File: src/gsfc_pkg.sv
// ----------------------------------------------------------------------------
// gsfc_pkg
// Shared types, constants and functions of the sensor frame checker.
// ----------------------------------------------------------------------------
package gsfc_pkg;

  // Frame layout
  localparam int FRAME_BYTES_DEF = 12;
  localparam int POS_W           = 4;

  localparam logic [POS_W-1:0] POS_GAS_HI  = 4'd0;
  localparam logic [POS_W-1:0] POS_GAS_LO  = 4'd1;
  localparam logic [POS_W-1:0] POS_GAS_CRC = 4'd2;
  localparam logic [POS_W-1:0] POS_TMP_HI  = 4'd3;
  localparam logic [POS_W-1:0] POS_TMP_LO  = 4'd4;
  localparam logic [POS_W-1:0] POS_TMP_CRC = 4'd5;
  localparam logic [POS_W-1:0] POS_HUM_HI  = 4'd6;
  localparam logic [POS_W-1:0] POS_HUM_LO  = 4'd7;
  localparam logic [POS_W-1:0] POS_HUM_CRC = 4'd8;

  // CRC-8, MSB first, no final xor
  localparam logic [7:0] CRC_POLY = 8'h31;
  localparam logic [7:0] CRC_INIT = 8'hFF;

  // Scaling: value = floor(span * raw / 65535) - offset
  localparam int SCALED_W = 15;
  localparam int PROD_W   = 31;
  localparam logic [SCALED_W-1:0] TEMP_SPAN = 15'd17500;
  localparam logic [SCALED_W-1:0] TEMP_OFS  = 15'd4500;
  localparam logic [SCALED_W-1:0] HUM_SPAN  = 15'd12500;
  localparam logic [SCALED_W-1:0] HUM_OFS   = 15'd600;

  // Depth of the queue between front and back
  localparam int QUEUE_DEPTH_DEF = 2;

  // One checked frame as handed from front to back
  typedef struct packed {
    logic        ok;
    logic [15:0] gas;
    logic [15:0] temp_raw;
    logic [15:0] humid_raw;
  } frame_t;

  // Queue status seen by both ends
  typedef struct packed {
    logic full;
    logic empty;
  } q_stat_t;

  // Eight shift steps of the CRC register after the byte has been xored in
  function automatic logic [7:0] crc8_byte(input logic [7:0] c_in);
    logic [7:0] c;
    c = c_in;
    for (int i = 0; i < 8; i++) begin
      c = c[7] ? ((c << 1) ^ CRC_POLY) : (c << 1);
    end
    return c;
  endfunction

  // floor(x / 65535) for x < 2^31: x = q0*65536 + lo gives remainder lo + q0,
  // which stays below twice the divisor, so one correction suffices
  function automatic logic [SCALED_W-1:0] div65535(input logic [PROD_W-1:0] x);
    logic [SCALED_W-1:0] q0;
    logic [16:0]         rem;
    q0  = x[PROD_W-1:16];
    rem = {1'b0, x[15:0]} + 17'(q0);
    return (rem >= 17'd65535) ? (q0 + 15'd1) : q0;
  endfunction

endpackage

File: src/gsfc_front.sv
// ----------------------------------------------------------------------------
// gsfc_front
// Takes frame bytes, assembles the three words, checks their CRCs and hands
// one frame record to the queue on the last byte.
// ----------------------------------------------------------------------------
module gsfc_front #(
  parameter int FRAME_BYTES = gsfc_pkg::FRAME_BYTES_DEF
) (
  input  logic                   clk,
  input  logic                   rst_n,
  input  logic [7:0]             data_byte,
  input  logic                   frame_start,
  input  logic                   push,
  input  gsfc_pkg::q_stat_t      q_stat,
  output logic                   q_push,
  output gsfc_pkg::frame_t       q_frame
);

  localparam logic [gsfc_pkg::POS_W-1:0] LAST_POS = gsfc_pkg::POS_W'(FRAME_BYTES - 1);

  logic [gsfc_pkg::POS_W-1:0] pos_r, pos_nxt, pos_cur;
  logic                       good_r, good_nxt, good_cur, good_upd;
  logic [7:0]                 hold_r, hold_nxt;
  logic [7:0]                 crc_r, crc_nxt;
  logic [15:0]                gas_r, gas_nxt, tmp_r, tmp_nxt, hum_r, hum_nxt;
  logic                       acc, last;

  // item accepted only while the queue has room, whatever its position
  assign acc  = push && !q_stat.full;
  assign pos_cur  = frame_start ? '0 : pos_r;
  assign good_cur = frame_start ? 1'b1 : good_r;
  assign last = (pos_cur >= LAST_POS);

  // per-position handling of the byte
  always_comb begin
    hold_nxt = hold_r;
    crc_nxt  = crc_r;
    gas_nxt  = gas_r;
    tmp_nxt  = tmp_r;
    hum_nxt  = hum_r;
    good_upd = good_cur;
    case (pos_cur)
      gsfc_pkg::POS_GAS_HI, gsfc_pkg::POS_TMP_HI, gsfc_pkg::POS_HUM_HI: begin
        hold_nxt = data_byte;
        crc_nxt  = gsfc_pkg::crc8_byte(gsfc_pkg::CRC_INIT ^ data_byte);
      end
      gsfc_pkg::POS_GAS_LO: begin
        gas_nxt = {hold_r, data_byte};
        crc_nxt = gsfc_pkg::crc8_byte(crc_r ^ data_byte);
      end
      gsfc_pkg::POS_TMP_LO: begin
        tmp_nxt = {hold_r, data_byte};
        crc_nxt = gsfc_pkg::crc8_byte(crc_r ^ data_byte);
      end
      gsfc_pkg::POS_HUM_LO: begin
        hum_nxt = {hold_r, data_byte};
        crc_nxt = gsfc_pkg::crc8_byte(crc_r ^ data_byte);
      end
      gsfc_pkg::POS_GAS_CRC, gsfc_pkg::POS_TMP_CRC, gsfc_pkg::POS_HUM_CRC: begin
        good_upd = good_cur && (crc_r == data_byte);
      end
      default: begin
      end
    endcase
  end

  // position and verdict restart after the last byte
  assign pos_nxt  = last ? '0 : (pos_cur + 1'b1);
  assign good_nxt = last ? 1'b1 : good_upd;

  always_ff @(posedge clk) begin
    if (!rst_n) begin
      pos_r  <= '0;
      good_r <= 1'b1;
    end else if (acc) begin
      pos_r  <= pos_nxt;
      good_r <= good_nxt;
    end
  end

  // word registers
  always_ff @(posedge clk) begin
    if (acc) begin
      hold_r <= hold_nxt;
      crc_r  <= crc_nxt;
      gas_r  <= gas_nxt;
      tmp_r  <= tmp_nxt;
      hum_r  <= hum_nxt;
    end
  end

  // frame record to the queue
  assign q_push            = acc && last;
  assign q_frame.ok        = good_upd;
  assign q_frame.gas       = gas_nxt;
  assign q_frame.temp_raw  = tmp_nxt;
  assign q_frame.humid_raw = hum_nxt;

  a_pos_range: assert property (@(posedge clk) disable iff (!rst_n)
    pos_r <= LAST_POS)
    else $error("frame position beyond last byte");

  a_last_wraps: assert property (@(posedge clk) disable iff (!rst_n)
    (acc && last) |=> (pos_r == '0) && good_r)
    else $error("position or verdict not restarted after last byte");

endmodule

File: config.mk
export PLATFORM = sky130hd
export DESIGN_NAME = gsfc_front
export DESIGN_NICKNAME = d
export VERILOG_FILES = /design/src/gsfc_pkg.sv /design/src/gsfc_front.sv
export SDC_FILE = /design/constraint.sdc
export NUM_CORES = 1
export LEC_CHECK = 0
export BUFFER_PORTS_ARGS = -buffer_cell sky130_fd_sc_hd__buf_4
export CORE_MARGIN = 3
export CORE_UTILIZATION = 35
export CTS_BUF_LIST = sky130_fd_sc_hd__clkbuf_2 sky130_fd_sc_hd__clkbuf_4 sky130_fd_sc_hd__clkbuf_8
export CTS_CLUSTER_DIAMETER = 60
export DETAILED_ROUTE_END_ITERATION = 7
export RECOVER_POWER = 100
export SYNTH_ARGS = -nofsm -noshare
export SYNTH_HDL_FRONTEND = slang
export SYNTH_SLANG_ARGS = --single-unit
File: constraint.sdc
create_clock -name clk -period 5 [get_ports clk]
set_input_delay 0 -clock clk [delete_from_list [all_inputs] [get_ports clk]]
set_output_delay 0 -clock clk [all_outputs]
set_load 0.02 [all_outputs]
==> impl_metrics.toml <==
[outcome]
status = "finished, violations left"
failed_checks = "max-capacitance violations, max-slew violations"

[worst_setup_path]
cp_slowest_stage_delay_ns = 2.08
cp-end-kind = "register"
crit_buf_inv = 3
critPathSlowestCell = "clkbuf_1"
startpoint_type = "input port"
worstPathCellList = "clkbuf_4 > nand2b_1 > clkinv_1 > clkbuf_1 > o21a_1"
crit_path_max_fanout = 55
cp_top_family = "buffers and inverters"
required_ns = 4.98
path_class = "in -> reg"
critPathArrivalTime_ns = 3.11

[synthesis]
synthTopCellsByArea = "edfxtp_1 (55%), mux2_2 (12%), xnor2_1 (8.0%)"
syn_inst = 234
synth_area_per_cell_um2 = 14.9
ys_ff_latch = 69
syn_area_mm2 = 0.00349
synth_top_area_cell = "edfxtp_1"
synth.distinct_cells = 45
ys_warn_count = 0
synth_fp_nets = 248
synth_top_cell_area_share_pct = 55.0
ys_seq_area_share_pct = 57.9

[drt]
dr.first_iter.drc_count = 75
avgRoutedWirePerCell_um = 16.3
via_per_inst = 4.86
drcViolationCount = 0
num_vias = 2110
ant_nets = 0
drt-total-wl_um = 7070
drt-pass1-iter-count = 4

[floorplan]
die_x_um = 106
die-area_mm2 = 0.0112
start_util_pct = 36.9
num_rows = 35
core-area_mm2 = 0.00946
die_height_um = 106
io-pin-count = 64

[clocking]
cts_root_buf = "clkbuf_8"
clk_pin_slew_ns = 0.08
cts_setup_buffers = 0
cts_resized = 0
clock_path_buffers = 2
cts_buffers = 9
clock-sinks = 69
cts_tree = "done"
insertion_delay_ns = 0.35
cts-htree-levels = 3

[layout]
antenna_cells = 0
final_cell_mix = "edfxtp_1 (64), clkbuf_1 (58), mux2_1 (43)"
layout_commonest_cell = "edfxtp_1"
fillerInstances = 926
area_delta_synth_final_pct = 15.7
nets = 314
instances_no_fill = 434
drive_above_1_share_pct = 10.2
final_util_pct = 42.7

[timing]
fin_setup_tns_ns = 0
slew_headroom_pct = -97.7
slew_viol_final = 56
hold_slack_ns = 0.116
post-route-period-util_pct = 62.6
tightest_slew_ns = 2.96
finalHoldViolCount = 0
rsz0062_at_grt = "no"
period_needed_ns = 3.13
setup-violations-final = 0
fin_skew_ns = 0.0100
fmaxAchievable_mhz = 320

[global_route]
top_usage_layer = "met2"
grt_overflow = 0
grt_pass1_wl_um = 10900
use_met2_pct = 18.7
grt_max_degree = 56
use_met1_pct = 18.0
grt_use_total_pct = 12.7
antenna_found_initial = 0
grt_util_met3_pct = 3.74
grt_pass1_vias = 2072

[hold_path]
hp-class = "in -> reg"

[pwr]
p_per_area_mw_per_mm2 = 327
p_int_w = 0.000975
swShare_pct = 26.2
pwr-share-comb_pct = 13.8
irDropWorstVdd_mv = 0.173
p_leak_nw = 1.31
switching_power_w = 0.000346
clkPwrFrac_pct = 34.7
pwr-share-seq_pct = 51.5

[placement]
post-place-cells = 408
dp_hpwl_um = 4620
gp_congestion = 0.745
io_buffers = 62

[flow_run]
maxCapViolCount = 1
logic make-up after synthesis:
logic type	share of synthesized area, %
flops	57.9
mux	17.0
xor+xnor	12.0
simple gates	5.77
compound gates	3.76
buf+inv	3.55
sequential cells by signal (all words and copies together), names as in the netlist:
signal	flops
pos_r	4
hold_r	8
crc_r	8
hum_r	16
gas_r	16
tmp_r	16
good_r	1
timing repair:
| action | in CTS | in global routing |
|---|---|---|
| endpoints found under the setup margin | 0 | 0 |
| hold buffers | 10 | 0 |
| endpoints found under the hold margin | 13 | 0 |
final timing paths:
path | from | to | slack, ns | cells past startpoint
worst min-delay path | push | pos_r[0] | 0.12 | 4
worst max register to register | pos_r[3] | tmp_r[13] | 2.17 | 3
worst max-delay path | q_stat[1] | hold_r[5] | 1.87 | 5
worst min register to register | good_r | good_r | 0.48 | 1
through the flow:
step	setup WS, ns	power [W]	area (µm²)
floorplan	3.32	0.000834	3490
global placement	2.18	0.000890	4010
detailed placement	2.11	0.000893	4010
CTS	1.86	0.00136	4300
global route	1.55	0.00138	4040
finish	1.87	0.00132	4040
layout make-up:
type	count	area [µm²]	share of cell area, %
timing repair buffer	73	355	8.79
tap	129	161	3.99
sequential	69	2020	50.0
multi-input combinational	146	1300	32.2
clock inverter	7	73.8	1.83
clock buffer	9	124	3.07
inverter	1	3.75	0.0929
cell usage after synthesis, drive strengths merged:
library cell / count
o21a: 1
a21oi: 4
o21ai: 4
nand3b: 2
o221ai: 1
a211oi: 1
nand2: 2
mux2: 49
and2: 3
nand4: 2
o31a: 1
edfxtp: 64
a21boi: 2
xnor2: 33
a22oi: 1
and3: 1
nor2b: 2
o22ai: 1
nor2: 4
or2b: 1
nand3: 11
or3b: 1
clkbuf: 5
nor4b: 1
nor3: 3
o31ai: 1
dfxtp: 5
buf: 13
inv: 1
xnor3: 2
a21o: 3
xor2: 8
nand2b: 1
layer usage:
metal,wire (µm),vias to the layer above
li1,-,998
met1,3530,1045
met2,3110,60
met3,341,7
met4,86,0
met5,0,-
power groups by stage:
| stage | sequential [W] | combinational, W | clock, W |
|---|---|---|---|
| floorplan | 0.000686 | 0.000148 | 0 |
| global placement | 0.000692 | 0.000199 | 0 |
| detailed placement | 0.000692 | 0.000201 | 0 |
| CTS | 0.000679 | 0.000208 | 0.000469 |
| global route | 0.000683 | 0.000200 | 0.000493 |
| finish | 0.000680 | 0.000182 | 0.000459 |
worst register-to-register path, delay by kind of cell, from the launching register on:
kind             cells  cell delay, ns
multiplexers         1            0.63
AND/OR/NAND/NOR      2            1.52
flip-flops           1            0.42
(Power assumes the default switching activity.)
